<file path="config.mk">
export PLATFORM = sky130hd
export DESIGN_NAME = http_header_field_extractor
export DESIGN_NICKNAME = d
export VERILOG_FILES = /design/src/hw/rtl/hfx_pkg.sv /design/src/hw/rtl/hfx_core.sv /design/src/hw/rtl/http_header_field_extractor.sv
export SDC_FILE = /design/constraint.sdc
export NUM_CORES = 1
export LEC_CHECK = 0
export ABC_AREA = 1
export BUFFER_PORTS_ARGS = -buffer_cell sky130_fd_sc_hd__buf_2
export CORE_MARGIN = 2
export CORE_UTILIZATION = 45
export CTS_CLUSTER_DIAMETER = 80
export CTS_CLUSTER_SIZE = 24
export DETAILED_ROUTE_END_ITERATION = 10
export SLEW_MARGIN = 20
export SYNTH_ARGS = -nofsm -noshare
export SYNTH_HDL_FRONTEND = slang
export SYNTH_SLANG_ARGS = --single-unit
</file>
<file path="constraint.sdc">
create_clock -name clk_i -period 12.71 [get_ports clk_i]
set_input_delay 2.542 -clock clk_i [delete_from_list [all_inputs] [get_ports clk_i]]
set_output_delay 2.542 -clock clk_i [all_outputs]
set_load 0.01 [all_outputs]
</file>
<file path="src/hw/rtl/hfx_pkg.sv">
`timescale 1ns / 1ps

package hfx_pkg;

  // Content type capture depth in bytes (1..24)
  localparam int unsigned TYPE_MAX = 19;

  localparam int unsigned TYPE_LEN_W  = 5;
  localparam int unsigned TYPE_WORD_W = 64;

  localparam logic [9:0]  STATUS_SAT = 10'd999;
  localparam logic [30:0] LENGTH_SAT = 31'h7FFF_FFFF;

  typedef struct packed {
    logic [9:0]              status_code;
    logic                    status_found;
    logic [30:0]             content_length;
    logic                    length_found;
    logic                    type_found;
    logic                    type_closed;
    logic [TYPE_LEN_W-1:0]   type_length;
    logic [TYPE_WORD_W-1:0]  type_bytes_lo;
    logic [TYPE_WORD_W-1:0]  type_bytes_mid;
    logic [TYPE_WORD_W-1:0]  type_bytes_hi;
  } hfx_result_t;

endpackage

</file>
<file path="src/hw/rtl/hfx_core.sv">
`timescale 1ns / 1ps

module hfx_core (
  input  logic                clk_i,
  input  logic                rst_ni,
  input  logic                step_i,
  input  logic [7:0]          header_byte_i,
  input  logic                frame_end_i,
  output hfx_pkg::hfx_result_t result_o
);
  import hfx_pkg::*;

  typedef enum logic [1:0] {PH_SEARCH, PH_SEEK, PH_SKIPWS, PH_DIGITS} num_phase_e;
  typedef enum logic [1:0] {TP_SEARCH, TP_SEEK, TP_CAPTURE} type_phase_e;

  // keywords, first char at index 0, zero padded to the counter range
  localparam logic [0:7][7:0]  KW_STATUS = {"HTTP", 32'h0};
  localparam logic [0:15][7:0] KW_LENGTH = {"Content-Length", 16'h0};
  localparam logic [0:15][7:0] KW_TYPE   = {"Content-Type", 32'h0};

  localparam logic [2:0] ST_KW_LEN = 3'd4;
  localparam logic [2:0] ST_DONE   = 3'd5;
  localparam logic [3:0] LN_KW_LEN = 4'd14;
  localparam logic [3:0] LN_DONE   = 4'd15;
  localparam logic [3:0] TY_KW_LEN = 4'd12;
  localparam logic [3:0] TY_DONE   = 4'd13;

  localparam logic [7:0] CH_SPACE = 8'h20;
  localparam logic [7:0] CH_SEMI  = 8'h3B;

  function automatic logic is_ws(input logic [7:0] b);
    is_ws = (b == 8'h20) || (b == 8'h09) || (b == 8'h0A) || (b == 8'h0B) ||
            (b == 8'h0C) || (b == 8'h0D);
  endfunction

  function automatic logic is_digit(input logic [7:0] b);
    is_digit = (b >= 8'h30) && (b <= 8'h39);
  endfunction

  logic [2:0]  st_pos_q, st_pos_d;
  num_phase_e  st_ph_q, st_ph_d;
  logic [9:0]  st_val_q, st_val_d;
  logic [3:0]  ln_pos_q, ln_pos_d;
  num_phase_e  ln_ph_q, ln_ph_d;
  logic [30:0] ln_val_q, ln_val_d;
  logic [3:0]  ty_pos_q, ty_pos_d;
  type_phase_e ty_ph_q, ty_ph_d;
  logic [TYPE_LEN_W-1:0] ty_cnt_q, ty_cnt_d;
  logic [7:0]  ty_store_q [TYPE_MAX];
  logic [7:0]  ty_store_d [TYPE_MAX];
  logic        ty_wr;

  logic [7:0]  b;
  logic        b_digit;
  logic [3:0]  digit;
  logic [13:0] st_mul;
  logic [34:0] ln_mul;
  logic [3*TYPE_WORD_W-1:0] ty_words;

  assign b       = header_byte_i;
  assign b_digit = is_digit(b);
  assign digit   = b[3:0];
  assign st_mul  = ({4'b0, st_val_q} << 3) + ({4'b0, st_val_q} << 1) + {10'b0, digit};
  assign ln_mul  = ({4'b0, ln_val_q} << 3) + ({4'b0, ln_val_q} << 1) + {31'b0, digit};

  // status matcher
  always_comb begin
    st_pos_d = st_pos_q;
    st_ph_d  = st_ph_q;
    st_val_d = st_val_q;
    if (st_pos_q < ST_KW_LEN) begin
      if (b == KW_STATUS[st_pos_q]) begin
        st_pos_d = st_pos_q + 3'd1;
      end else if (b == KW_STATUS[0]) begin
        st_pos_d = 3'd1;
      end else begin
        st_pos_d = 3'd0;
      end
      if (st_pos_d == ST_KW_LEN) begin
        st_ph_d = PH_SEEK;
      end
    end else if (st_pos_q == ST_KW_LEN) begin
      unique case (st_ph_q)
        PH_SEEK: begin
          if (b == CH_SPACE) begin
            st_ph_d = PH_SKIPWS;
          end
        end
        PH_SKIPWS: begin
          if (b_digit) begin
            st_val_d = {6'b0, digit};
            st_ph_d  = PH_DIGITS;
          end else if (!is_ws(b)) begin
            st_pos_d = ST_DONE;
          end
        end
        PH_DIGITS: begin
          if (b_digit) begin
            st_val_d = (st_mul > {4'b0, STATUS_SAT}) ? STATUS_SAT : st_mul[9:0];
          end else begin
            st_pos_d = ST_DONE;
          end
        end
        default: ;
      endcase
    end
  end

  // content length matcher
  always_comb begin
    ln_pos_d = ln_pos_q;
    ln_ph_d  = ln_ph_q;
    ln_val_d = ln_val_q;
    if (ln_pos_q < LN_KW_LEN) begin
      if (b == KW_LENGTH[ln_pos_q]) begin
        ln_pos_d = ln_pos_q + 4'd1;
      end else if (b == KW_LENGTH[0]) begin
        ln_pos_d = 4'd1;
      end else begin
        ln_pos_d = 4'd0;
      end
      if (ln_pos_d == LN_KW_LEN) begin
        ln_ph_d = PH_SEEK;
      end
    end else if (ln_pos_q == LN_KW_LEN) begin
      unique case (ln_ph_q)
        PH_SEEK: begin
          if (b == CH_SPACE) begin
            ln_ph_d = PH_SKIPWS;
          end
        end
        PH_SKIPWS: begin
          if (b_digit) begin
            ln_val_d = {27'b0, digit};
            ln_ph_d  = PH_DIGITS;
          end else if (!is_ws(b)) begin
            ln_pos_d = LN_DONE;
          end
        end
        PH_DIGITS: begin
          if (b_digit) begin
            ln_val_d = (|ln_mul[34:31]) ? LENGTH_SAT : ln_mul[30:0];
          end else begin
            ln_pos_d = LN_DONE;
          end
        end
        default: ;
      endcase
    end
  end

  // content type matcher and capture
  always_comb begin
    ty_pos_d = ty_pos_q;
    ty_ph_d  = ty_ph_q;
    ty_cnt_d = ty_cnt_q;
    ty_wr    = 1'b0;
    if (ty_pos_q < TY_KW_LEN) begin
      if (b == KW_TYPE[ty_pos_q]) begin
        ty_pos_d = ty_pos_q + 4'd1;
      end else if (b == KW_TYPE[0]) begin
        ty_pos_d = 4'd1;
      end else begin
        ty_pos_d = 4'd0;
      end
      if (ty_pos_d == TY_KW_LEN) begin
        ty_ph_d = TP_SEEK;
      end
    end else if (ty_pos_q == TY_KW_LEN) begin
      unique case (ty_ph_q)
        TP_SEEK: begin
          if (b == CH_SPACE) begin
            ty_ph_d = TP_CAPTURE;
          end
        end
        TP_CAPTURE: begin
          if (b == CH_SEMI) begin
            ty_pos_d = TY_DONE;
          end else if (ty_cnt_q < TYPE_LEN_W'(TYPE_MAX)) begin
            ty_wr    = 1'b1;
            ty_cnt_d = ty_cnt_q + 1'b1;
          end
        end
        default: ;
      endcase
    end
  end

  // capture store with this byte folded in, then packed for the result
  always_comb begin
    ty_words = '0;
    for (int k = 0; k < TYPE_MAX; k++) begin
      ty_store_d[k] = (ty_wr && ty_cnt_q == TYPE_LEN_W'(k)) ? b : ty_store_q[k];
      if (TYPE_LEN_W'(k) < ty_cnt_d) begin
        ty_words[8*k +: 8] = ty_store_d[k];
      end
    end
  end

  always_comb begin
    result_o.status_code    = st_val_d;
    result_o.status_found   = (st_pos_d >= ST_KW_LEN);
    result_o.content_length = ln_val_d;
    result_o.length_found   = (ln_pos_d >= LN_KW_LEN);
    result_o.type_found     = (ty_pos_d >= TY_KW_LEN);
    result_o.type_closed    = (ty_pos_d == TY_DONE);
    result_o.type_length    = ty_cnt_d;
    result_o.type_bytes_lo  = ty_words[0 +: TYPE_WORD_W];
    result_o.type_bytes_mid = ty_words[TYPE_WORD_W +: TYPE_WORD_W];
    result_o.type_bytes_hi  = ty_words[2*TYPE_WORD_W +: TYPE_WORD_W];
  end

  // matcher state; a frame end returns everything to idle
  always_ff @(posedge clk_i or negedge rst_ni) begin
    if (!rst_ni) begin
      st_pos_q <= '0;
      st_ph_q  <= PH_SEARCH;
      st_val_q <= '0;
      ln_pos_q <= '0;
      ln_ph_q  <= PH_SEARCH;
      ln_val_q <= '0;
      ty_pos_q <= '0;
      ty_ph_q  <= TP_SEARCH;
      ty_cnt_q <= '0;
    end else if (step_i) begin
      if (frame_end_i) begin
        st_pos_q <= '0;
        st_ph_q  <= PH_SEARCH;
        st_val_q <= '0;
        ln_pos_q <= '0;
        ln_ph_q  <= PH_SEARCH;
        ln_val_q <= '0;
        ty_pos_q <= '0;
        ty_ph_q  <= TP_SEARCH;
        ty_cnt_q <= '0;
      end else begin
        st_pos_q <= st_pos_d;
        st_ph_q  <= st_ph_d;
        st_val_q <= st_val_d;
        ln_pos_q <= ln_pos_d;
        ln_ph_q  <= ln_ph_d;
        ln_val_q <= ln_val_d;
        ty_pos_q <= ty_pos_d;
        ty_ph_q  <= ty_ph_d;
        ty_cnt_q <= ty_cnt_d;
      end
    end
  end

  // entries past the fill count are masked on readout
  always_ff @(posedge clk_i) begin
    if (step_i && ty_wr) begin
      ty_store_q[ty_cnt_q[TYPE_LEN_W-1:0]] <= b;
    end
  end

endmodule

</file>
<file path="src/hw/rtl/http_header_field_extractor.sv">
`timescale 1ns / 1ps
// HTTP response header field extractor.
//
// Input channel: one header byte per transfer (header_byte_i), with
// frame_end_i marking the last byte of a header buffer. A transfer happens
// on a rising edge with in_valid_i high and in_stall_o low.
// Output channel: one result transfer per buffer, carrying the status code,
// content length and up to TYPE_MAX bytes of content type text, each with
// its found flag. Transfer on out_valid_o high and out_stall_i low.
//
// Throughput: one byte per cycle while the input is not stalled. Each byte
// updates three small keyword matchers and their accumulators combinationally;
// the widest path is the content length multiply-by-ten and saturate.
// Result: the output register loads on the transfer of the final byte.
// Stall: the input stalls only while a finished result is held and the
// receiver stalls; the held result does not change.
// Reset: all matchers return to searching and the output register empties.
// Matchers also return to searching after every final byte.

module http_header_field_extractor (
  input  logic        clk_i,
  input  logic        rst_ni,
  input  logic        in_valid_i,
  output logic        in_stall_o,
  input  logic [7:0]  header_byte_i,
  input  logic        frame_end_i,
  output logic        out_valid_o,
  input  logic        out_stall_i,
  output logic [9:0]  status_code_o,
  output logic        status_found_o,
  output logic [30:0] content_length_o,
  output logic        length_found_o,
  output logic        type_found_o,
  output logic        type_closed_o,
  output logic [4:0]  type_length_o,
  output logic [63:0] type_bytes_lo_o,
  output logic [63:0] type_bytes_mid_o,
  output logic [63:0] type_bytes_hi_o
);
  import hfx_pkg::*;

  logic        in_xfer;
  logic        out_valid_q;
  hfx_result_t res_next;
  hfx_result_t res_q;

  // the output register frees up on the same edge it is read
  assign in_stall_o = out_valid_q && out_stall_i;
  assign in_xfer    = in_valid_i && !in_stall_o;

  hfx_core u_core (
    .clk_i         (clk_i),
    .rst_ni        (rst_ni),
    .step_i        (in_xfer),
    .header_byte_i (header_byte_i),
    .frame_end_i   (frame_end_i),
    .result_o      (res_next)
  );

  always_ff @(posedge clk_i or negedge rst_ni) begin
    if (!rst_ni) begin
      out_valid_q <= 1'b0;
    end else if (in_xfer && frame_end_i) begin
      out_valid_q <= 1'b1;
    end else if (!out_stall_i) begin
      out_valid_q <= 1'b0;
    end
  end

  // result payload, loaded on the final byte of a buffer
  always_ff @(posedge clk_i) begin
    if (in_xfer && frame_end_i) begin
      res_q <= res_next;
    end
  end

  assign out_valid_o      = out_valid_q;
  assign status_code_o    = res_q.status_code;
  assign status_found_o   = res_q.status_found;
  assign content_length_o = res_q.content_length;
  assign length_found_o   = res_q.length_found;
  assign type_found_o     = res_q.type_found;
  assign type_closed_o    = res_q.type_closed;
  assign type_length_o    = res_q.type_length;
  assign type_bytes_lo_o  = res_q.type_bytes_lo;
  assign type_bytes_mid_o = res_q.type_bytes_mid;
  assign type_bytes_hi_o  = res_q.type_bytes_hi;

endmodule

</file>
======== Word level (Yosys, flattened, before mapping) ========
Memories as Yosys holds them, arrays and structs flattened. A register that Yosys moved wholly into a read port is not among the register bits.
Cells that the tools add are included.
storage, ports and cells
  memory bits (writable) .................. 152
  register bits after elaboration ......... 114
  memory bits (read-only) ................. 320
  memories ................................ 4
  output and inout bits ................... 244
  logic and storage cells ................. 219
operators by class
  reductions and logical operators ........ 41
  muxes and demuxes ....................... 79
  eq/ne operators ......................... 35
  magnitude comparators ................... 32
  add/subtract/negate cells ............... 8
  bitwise logic cells ..................... 3
memories
  name               depth  width  read ports  clocked after Yosys merged registers in  write ports  RTL line         source
  u_core.ty_store_q  19     8      19          19                                       1            hfx_core.sv:49   logic [7:0] ty_store_q [TYPE_MAX];
  (no name shown)    16     8      1           0                                        0            hfx_core.sv:159  if (b == KW_TYPE[ty_pos_q]) begin
  (no name shown)    16     8      1           0                                        0            hfx_core.sv:115  if (b == KW_LENGTH[ln_pos_q]) begin
  (no name shown)    8      8      1           0                                        0            hfx_core.sv:72   if (b == KW_STATUS[st_pos_q]) begin
operators by type and width
  cell                                                       number
  two-way mux 31 bit                                         6
  one-hot mux 31 bit (2 select lines)                        1
  two-way mux 10 bit                                         6
  two-way mux 4 bit                                          15
  two-way mux 8 bit                                          6
  equality test 8 x 4 -> 1 bit, second input constant        5
  less-than comparator 4 x 5 -> 1 bit, first input constant  8
  adder 34 x 32 -> 35 bit                                    1
  adder 35 x 4 -> 35 bit                                     1
  two-way mux 2 bit                                          15
  two-way mux 5 bit                                          6
  equality test 8 bit                                        3
  two-way mux 3 bit                                          8
  equality test 4 bit, second input constant                 5
  zero test 1 bit                                            20
  less-than comparator 3 x 5 -> 1 bit, first input constant  4
  one-hot mux 10 bit (2 select lines)                        1
  equality test 8 x 6 -> 1 bit, second input constant        2
  equality test 8 x 7 -> 1 bit, second input constant        2
  != test 4 x 2 -> 1 bit, second input constant              4
  less-than comparator 5 bit, first input constant           3
  nonzero test 3 bit                                         5
  adder 13 x 11 -> 14 bit                                    1
  adder 14 x 4 -> 14 bit                                     1
  31 further kinds                                           69

======== Depth between registers and ports, before layout ========
Gate-level depths: netlist of run 1.
  depth after elaboration ................. 12
  depth in mapped cells ................... 21
  depth with buffers taken out ............ 21

======== Modules after synthesis ========
From an unflattened synthesis of run 1, not the netlist that was laid out.
second synthesis, totals
  cell total of the unflattened synthesis .. 2,302
  area total of the unflattened synthesis .. 22,654.2 um2
by module, submodules not included
  module                       area each (um2)  instances  cells each  seq. area each (um2)
  hfx_core                     15,323.4         1          2,051       6,140.9
  http_header_field_extractor  7,330.8          1          251         7,292.0

======== Worst setup path after synthesis of run 1 ========
No wires, ideal clock.
  path kind ............................... input-to-reg
  start point ............................. input out_stall_i
  end point ............................... register res_q, in the netlist content_length_o[0], enable pin
  path slack .............................. 0.337 ns
  path buffers ............................ 1
  cell stages on the path ................. 6
  arrival ................................. 11.604 ns
  cell sequence ........................... nand2_1 > inv_2 > nor2_2 > inv_2 > clkbuf_1 > nor2_1
on the way
  longest elaborated chain between the ends .. 4
ends and longest elaborated chain
  item                  RTL line                           source
  start, declared       http_header_field_extractor.sv:28  input logic out_stall_i,
  logical AND 1 bit     http_header_field_extractor.sv:48  assign in_stall_o = out_valid_q && out_stall_i;
  named net in_stall_o  http_header_field_extractor.sv:24  output logic in_stall_o,
  zero test 1 bit       http_header_field_extractor.sv:49  assign in_xfer = in_valid_i && !in_stall_o;
  logical AND 1 bit     http_header_field_extractor.sv:49
  logical AND 1 bit     http_header_field_extractor.sv:72  if (in_xfer && frame_end_i) begin
  end signal, assigned  http_header_field_extractor.sv:73  res_q <= res_next;
  end, declared         http_header_field_extractor.sv:45  hfx_result_t res_q;
The timed path passes the listed nets, and every way through them passes these cells.
A chain may end at the register's enable or synchronous reset.

==> impl_metrics.toml, run 1 <==
[status]
status = "completed"

[sta]
finalHoldViolCount = 0
clock_skew_ns = 0.0346
grt_setup_unrepaired = "no"
worstMarginPinSlew_ns = 0.983
timing.setup.tns_ns = 0
finalSetupViolCount = 0
fmax_mhz = 172
period_share_pct = 45.7
min_period_ns = 5.81
finalMaxSlewViolations = 0
slew-limit-headroom_pct = 34.4

[synth]
ys_types = 51
avgSynthCellArea_um2 = 9.51
yosysMostFrequentCell = "nand2_1"
ys.flop_type = "edfxtp_1"
yosys-top-cells-area = "edfxtp_1 50%, nand2_1 14%, dfrtp_1 7.5%"
synth_top_cell_area_share_pct = 50.1
synth-seq-cells = 418
synth_edf_count = 354
synthTopCellsByCount = "766 x nand2_1, 354 x edfxtp_1, 176 x a21oi_1"
yosysSeqAreaShare_pct = 57.7
syn_inst = 2231
ys_async_sr_fraction_pct = 15.3
syn_area_um2 = 21200
synth_warnings = 0
synth_top_area_cell = "edfxtp_1"

[global_routing]
track_usage_pct = 22.1
grt_pass1_wl_mm = 86.7
antenna_found_initial = 0
grt_pass1_vias = 15300
gr-total-overflow = 0
grt_max_degree = 76

[drt]
detail_route.wl_per_cell_um = 18.1
ant_nets = 0
routed_wl_mm = 55.4
via_per_inst = 5.30
drc = 0
vias = 16300
drtIter0Drc = 1292
dr.pass1.iters = 5

[cts]
cts_tree = "built"
htreeDepth = 1
clock_latency_ns = 0.60
cts.hold.buffers_added = 0
clk_path_buf_depth = 3
clkSlewWorstSetupHoldPaths_ns = 0.09
cts_resized = 0
cts-root-buf = "clkbuf_16"
cts_sinks = 418
cts_setup_buffers = 0
numCtsBuffers = 26

[place]
post_dp_cell_area_um2 = 22900
post-dp-hpwl_mm = 37.6
port_buffers = 216
gp_congestion = 0.920

[floorplanning]
initial_core_util_pct = 45.6
rows = 79
die_x_um = 221
die_h_um = 221
core_area_um2 = 46600
dieArea_um2 = 48900
io_pins = 257

[pwr]
powerDensity_nw_per_um2 = 108
leakagePower_nw = 10.8
ir_drop_v = 0.0000998

[critical_path]
end_kind = "flip-flop"
path_max_fanout = 40
ff2ff_path_depth = 14
worstPathArrival_ns = 6.13
r2r_end = "type_bytes_lo_o[16]$_SDFFCE_PP0P_"
r2r-start = "u_core.ty_cnt_q[3]$_DFFE_PN0P_"
worst-setup-path-type = "in -> reg"
r2r_setup_slack_ns = 8.80
worstSetupStartpointType = "input port"
critPathRequiredTime_ns = 13.03

[final_layout]
antenna_cells = 0
syn_to_final_growth_pct = 12.2
design_area_um2 = 23800
fillers = 4287
nNetsFinal = 2567
drive_gt1_share_pct = 13.8

[min_path]
hold_depth = 2
hold_path_startpoint = "u_core.ty_ph_q[0]$_DFFE_PN0P_"
hold_end = "u_core.ty_ph_q[0]$_DFFE_PN0P_"
hold_path.class = "reg -> reg"

[run]
drv_cap = 0
==> cell families after synthesis <==
| group | count (synthesis) | share of synthesized area, % |
|---|---|---|
| XOR/XNOR | 40 | 1.74 |
| adder cells (fa/ha/maj) | 104 | 6.27 |
| flip-flops | 418 | 57.7 |
| other | 1 | 0.0177 |
| AND/OR/NAND/NOR | 1032 | 19.5 |
| buffers and inverters | 283 | 5.80 |
| AO/OA/AOI/OAI | 353 | 9.01 |
==> per-layer routing <==
layer,track usage (%),vias up,wire length (µm)
li1,-,7865,-
met1,30.9,7800,25000
met2,36.3,527,25900
met3,3.12,83,3100
met4,5.98,0,1410
met5,0,-,0
==> flip-flops by register name, summed over array words and instances, names as in the netlist <==
name and count:
u_core.ln_val_q 31, type_bytes_lo_o 64, u_core.ln_pos_q 4, u_core.ln_ph_q 2, u_core.st_ph_q 2, u_core.ty_ph_q 2
type_closed_o 1, out_valid_o 1, type_bytes_hi_o 24, u_core.ty_pos_q 4, u_core.ty_store_q 152, type_length_o 5
type_bytes_mid_o 64, u_core.ty_cnt_q 5, status_code_o 10, status_found_o 1, type_found_o 1, u_core.st_val_q 10
u_core.st_pos_q 3, length_found_o 1, content_length_o 31
==> layout make-up <==
cell class	count	area, µm²	share of cell area (%)
multi-input cells	1569	7930	33.3
clock buffers	28	658	2.77
clock inverters	14	201	0.846
inverters	195	734	3.09
repair buffers	240	1280	5.38
well taps	607	759	3.19
flip-flops and latches	418	12200	51.4
==> stage by stage <==
| stage | instances | hold slack, ns | total power [W] | utilization (%) | setup WS [ns] |
|---|---|---|---|---|---|
| after floorplan | 2270 | 0.442 | 0.00162 | - | 0.337 |
| after global placement | 3028 | 0.454 | 0.00167 | 49.2 | 6.28 |
| after detailed placement | 3028 | 0.491 | 0.00167 | 49.2 | 6.27 |
| after CTS | 3070 | 0.508 | 0.00258 | 51.0 | 6.87 |
| after global routing | 3071 | 0.534 | 0.00264 | 51.1 | 6.66 |
| final | 3071 | 0.513 | 0.00256 | 51.1 | 6.90 |
==> worst max-delay path, stage by stage <==
cell and delay (ns):
buf_2 0.08, buf_4 0.44, fa_1 0.55, fa_1 0.48
nand2_1 0.08, nand3_1 0.08, nand2_1 0.10, o21ai_0 0.20
nand2_1 0.11, nand2_1 0.10, nand2_1 0.08, nand2_1 0.05
nor2_1 0.25, nand2_2 0.40, o21ai_0 0.36, nand2_1 0.12
==> power breakdown <==
| part | internal [W] | total (W) | switching (W) |
|---|---|---|---|
| clock network | 0.000420 | 0.000922 | 0.000502 |
| logic | 0.0000273 | 0.000122 | 0.0000951 |
| registers | 0.00151 | 0.00152 | 0.0000117 |
| total | 0.00195 | 0.00256 | 0.000609 |
==> placed cells by master (no fill, tap or decap), drive strengths merged, types with 2 or more instances in the layout <==
| master | count |
|---|---|
| nor3 | 14 |
| xnor2 | 11 |
| nand3 | 69 |
| nand3b | 2 |
| nand2 | 771 |
| and2 | 2 |
| nand4 | 21 |
| a31oi | 8 |
| fa | 4 |
| o22ai | 12 |
| edfxtp | 354 |
| ha | 100 |
| buf | 240 |
| a21oi | 180 |
| o221ai | 2 |
| clkinv | 10 |
| dfrtp | 64 |
| clkbuf | 28 |
| nor4 | 5 |
| a21o | 2 |
| o21ai | 124 |
| nor2 | 142 |
| a21boi | 3 |
| o21bai | 4 |
| inv | 198 |
| o211ai | 12 |
| xor2 | 29 |
| a211oi | 2 |
| or2 | 5 |
| conb | 40 |
==> how the worst max path moves through the flow <==
stage                                          to  slack [ns]  cells after the start              from
4_1_cts        type_bytes_mid_o[18]$_SDFFCE_PP0P_        6.87                      9       out_stall_i
3_5_place_dp       content_length_o[20]$_DFFE_PP_        6.27                      9       out_stall_i
6_report            content_length_o[9]$_DFFE_PP_        6.90                     16  header_byte_i[3]
3_3_place_gp       content_length_o[20]$_DFFE_PP_        6.28                      9       out_stall_i
2_1_floorplan       content_length_o[0]$_DFFE_PP_        0.34                      6       out_stall_i
5_1_grt             content_length_o[9]$_DFFE_PP_        6.66                     16  header_byte_i[3]
(Power assumes the default switching activity.)
==> inputs of run 2 (changes only) <==
--- a/config.mk
+++ b/config.mk
@@ -12,6 +12,7 @@
 export CTS_CLUSTER_DIAMETER = 80
 export CTS_CLUSTER_SIZE = 24
 export DETAILED_ROUTE_END_ITERATION = 10
+export PLACE_DENSITY = 0.67
 export SLEW_MARGIN = 20
 export SYNTH_ARGS = -nofsm -noshare
 export SYNTH_HDL_FRONTEND = slang
==> constraint.sdc (replaced) <==
create_clock -name clk_i -period 5.3 [get_ports clk_i]
set_input_delay 1.06 -clock clk_i [delete_from_list [all_inputs] [get_ports clk_i]]
set_output_delay 1.06 -clock clk_i [all_outputs]
set_load 0.01 [all_outputs]
==> run 2 against run 1 <==
  * Via count decreased by 0.50%
  * Clock power increased by 130%
  * Global-route usage decreased by 0.68 points
  * Critical path depth decreased by 1
  * Count of clock-buffer cells in the layout increased by 7
  * Core utilization decreased by 0.12 points
  * Combinational power increased by 140%
  * Cell count about the same
  * Register-to-register slack got worse by 7.1 ns
  * Clock skew decreased by 0.011 ns
  * Sequential cell count unchanged
  * First-iteration DRC count increased by 17%
==> impl_metrics.toml, run 2 (same netlist as run 1, synthesis figures left out) <==
[status]
status = "completed"

[critical_path]
r2r_end = "content_length_o[17]$_DFFE_PP_"
path_cells = "buf_2, fa_1, fa_1, nand2_1, nand3_1, nand2_1, o21ai_0, nand2_1, nand2_1, nand2_1, nand2_1, nor2_1, nand2_2, o21ai_0, nand2_1"
path_common_cell = "nand2_1"
path_max_fanout = 28
crit_start = "header_byte_i[3]"
critPathRequiredTime_ns = 5.61
end_kind = "flip-flop"
r2r-start = "u_core.ln_val_q[0]$_DFFE_PN0P_"
worstPathArrival_ns = 4.20
worst-setup-path-type = "in -> reg"
worstSetupStartpointType = "input port"
ff2ff_path_depth = 14
cp_slowest_cell = "fa_1"
r2r_setup_slack_ns = 1.69
max_stage_delay_ns = 0.56

[drt]
routed_wl_mm = 53.6
via_per_inst = 5.27
ant_nets = 0
detail_route.wl_per_cell_um = 17.4
dr.pass1.iters = 5
vias = 16200
drc = 0
drtIter0Drc = 1513

[global_routing]
track_usage_pct = 21.4
antenna_found_initial = 0
gr-total-overflow = 0
grt_pass1_wl_mm = 84.2
grt_pass1_vias = 15000
grt_max_degree = 167

[final_layout]
nNetsFinal = 2566
mostFrequentLayoutCells = "766 x nand2_1, 354 x edfxtp_1, 216 x buf_2"
largest_register_ffs = 152
syn_to_final_growth_pct = 11.9
final_util_pct = 51.0
design_area_um2 = 23700
drive_gt1_share_pct = 13.8
final_common_cell = "nand2_1"
antenna_cells = 0

[pwr]
p_clk_share_pct = 34.6
switchingPower_w = 0.00140
switching_share_pct = 23.2
leakagePower_nw = 10.7
p_int_w = 0.00462
ir_drop_v = 0.000226
powerDensity_nw_per_um2 = 254
power_frac_comb_pct = 4.9
p_seq_share_pct = 60.5

[cts]
cts_setup_buffers = 0
cts_resized = 0
numCtsBuffers = 25
cts_tree = "built"
clk_path_buf_depth = 3
cts-root-buf = "clkbuf_16"
cts_sinks = 418
cts.hold.buffers_added = 0
clock_latency_ns = 0.57
htreeDepth = 1
clkSlewWorstSetupHoldPaths_ns = 0.09

[sta]
min_period_ns = 3.89
grt_setup_unrepaired = "no"
fmax_mhz = 257
finalHoldViolCount = 0
worstMarginPinSlew_ns = 1.00
finalMaxSlewViolations = 0
timing.setup.tns_ns = 0
finalSetupViolCount = 0
clock_skew_ns = 0.0233
period_share_pct = 73.3
slew-limit-headroom_pct = 33.2
whs_ns = 0.493

[min_path]
hold_end = "u_core.ty_ph_q[0]$_DFFE_PN0P_"
hold_depth = 2
hold_path.class = "reg -> reg"
hold_path_startpoint = "u_core.ty_ph_q[0]$_DFFE_PN0P_"

[run]
drv_cap = 0

[place]
post-dp-hpwl_mm = 37.2
post_dp_cell_area_um2 = 22900
gp_congestion = 0.909
port_buffers = 216

[floorplanning]
die_h_um = 221
core_area_um2 = 46600
dieArea_um2 = 48900
die_x_um = 221
initial_core_util_pct = 45.6
io_pins = 257
rows = 79
## run 2: power groups by stage
stage / Clock, W / Sequential, W / Combinational [W]
floorplan: 0 / 0.00374 / 0.000133
global placement: 0 / 0.00372 / 0.000294
detailed placement: 0 / 0.00372 / 0.000297
CTS: 0.00214 / 0.00364 / 0.000298
global route: 0.00225 / 0.00365 / 0.000319
finish: 0.00209 / 0.00364 / 0.000294
## run 2: worst max-delay path: cells and delay by family
kind	cells	cell delay [ns]
adders and majority gates	2	1.04
AOI/OAI and AO/OA	2	0.53
and+or+nand+nor	10	1.35
buffers and inverters	1	0.20
## run 2: layout make-up
type	instances	area [µm²]
clock buffers	35	673
flip-flops and latches	418	12200
fillers	4240	22800
multi-input cells	1569	7940
well taps	607	759
repair buffers	240	1270
inverters	195	734
clock inverters	10	129
## run 2: how the worst max path moves through the flow
stage                                                 to  slack (ns)  cells past startpoint
after detailed placement  content_length_o[17]$_DFFE_PP_        0.83                     17
after floorplan            content_length_o[0]$_DFFE_PP_        0.11                      6
after CTS                 content_length_o[17]$_DFFE_PP_        1.44                     17
after global routing      content_length_o[10]$_DFFE_PP_        1.06                     15
after global placement     content_length_o[5]$_DFFE_PP_        0.96                     17
final                     content_length_o[17]$_DFFE_PP_        1.41                     15
## run 2: metal layers
layer | track usage, % | up-vias | part of all wire, %
met5 | 0 | - | 0
met4 | 3.79 | 0 | 1.6
met3 | 3.81 | 61 | 7.3
met2 | 35.2 | 533 | 47
met1 | 30.3 | 7739 | 44
li1 | - | 7861 | -
## run 2: through the flow
step                power [W]  worst slack [ns]  std cells
floorplan             0.00387             0.108       2270
global placement      0.00401             0.962       3029
detailed placement    0.00401             0.832       3029
CTS                   0.00608              1.44       3074
global route          0.00622              1.06       3074
finish                0.00602              1.41       3074
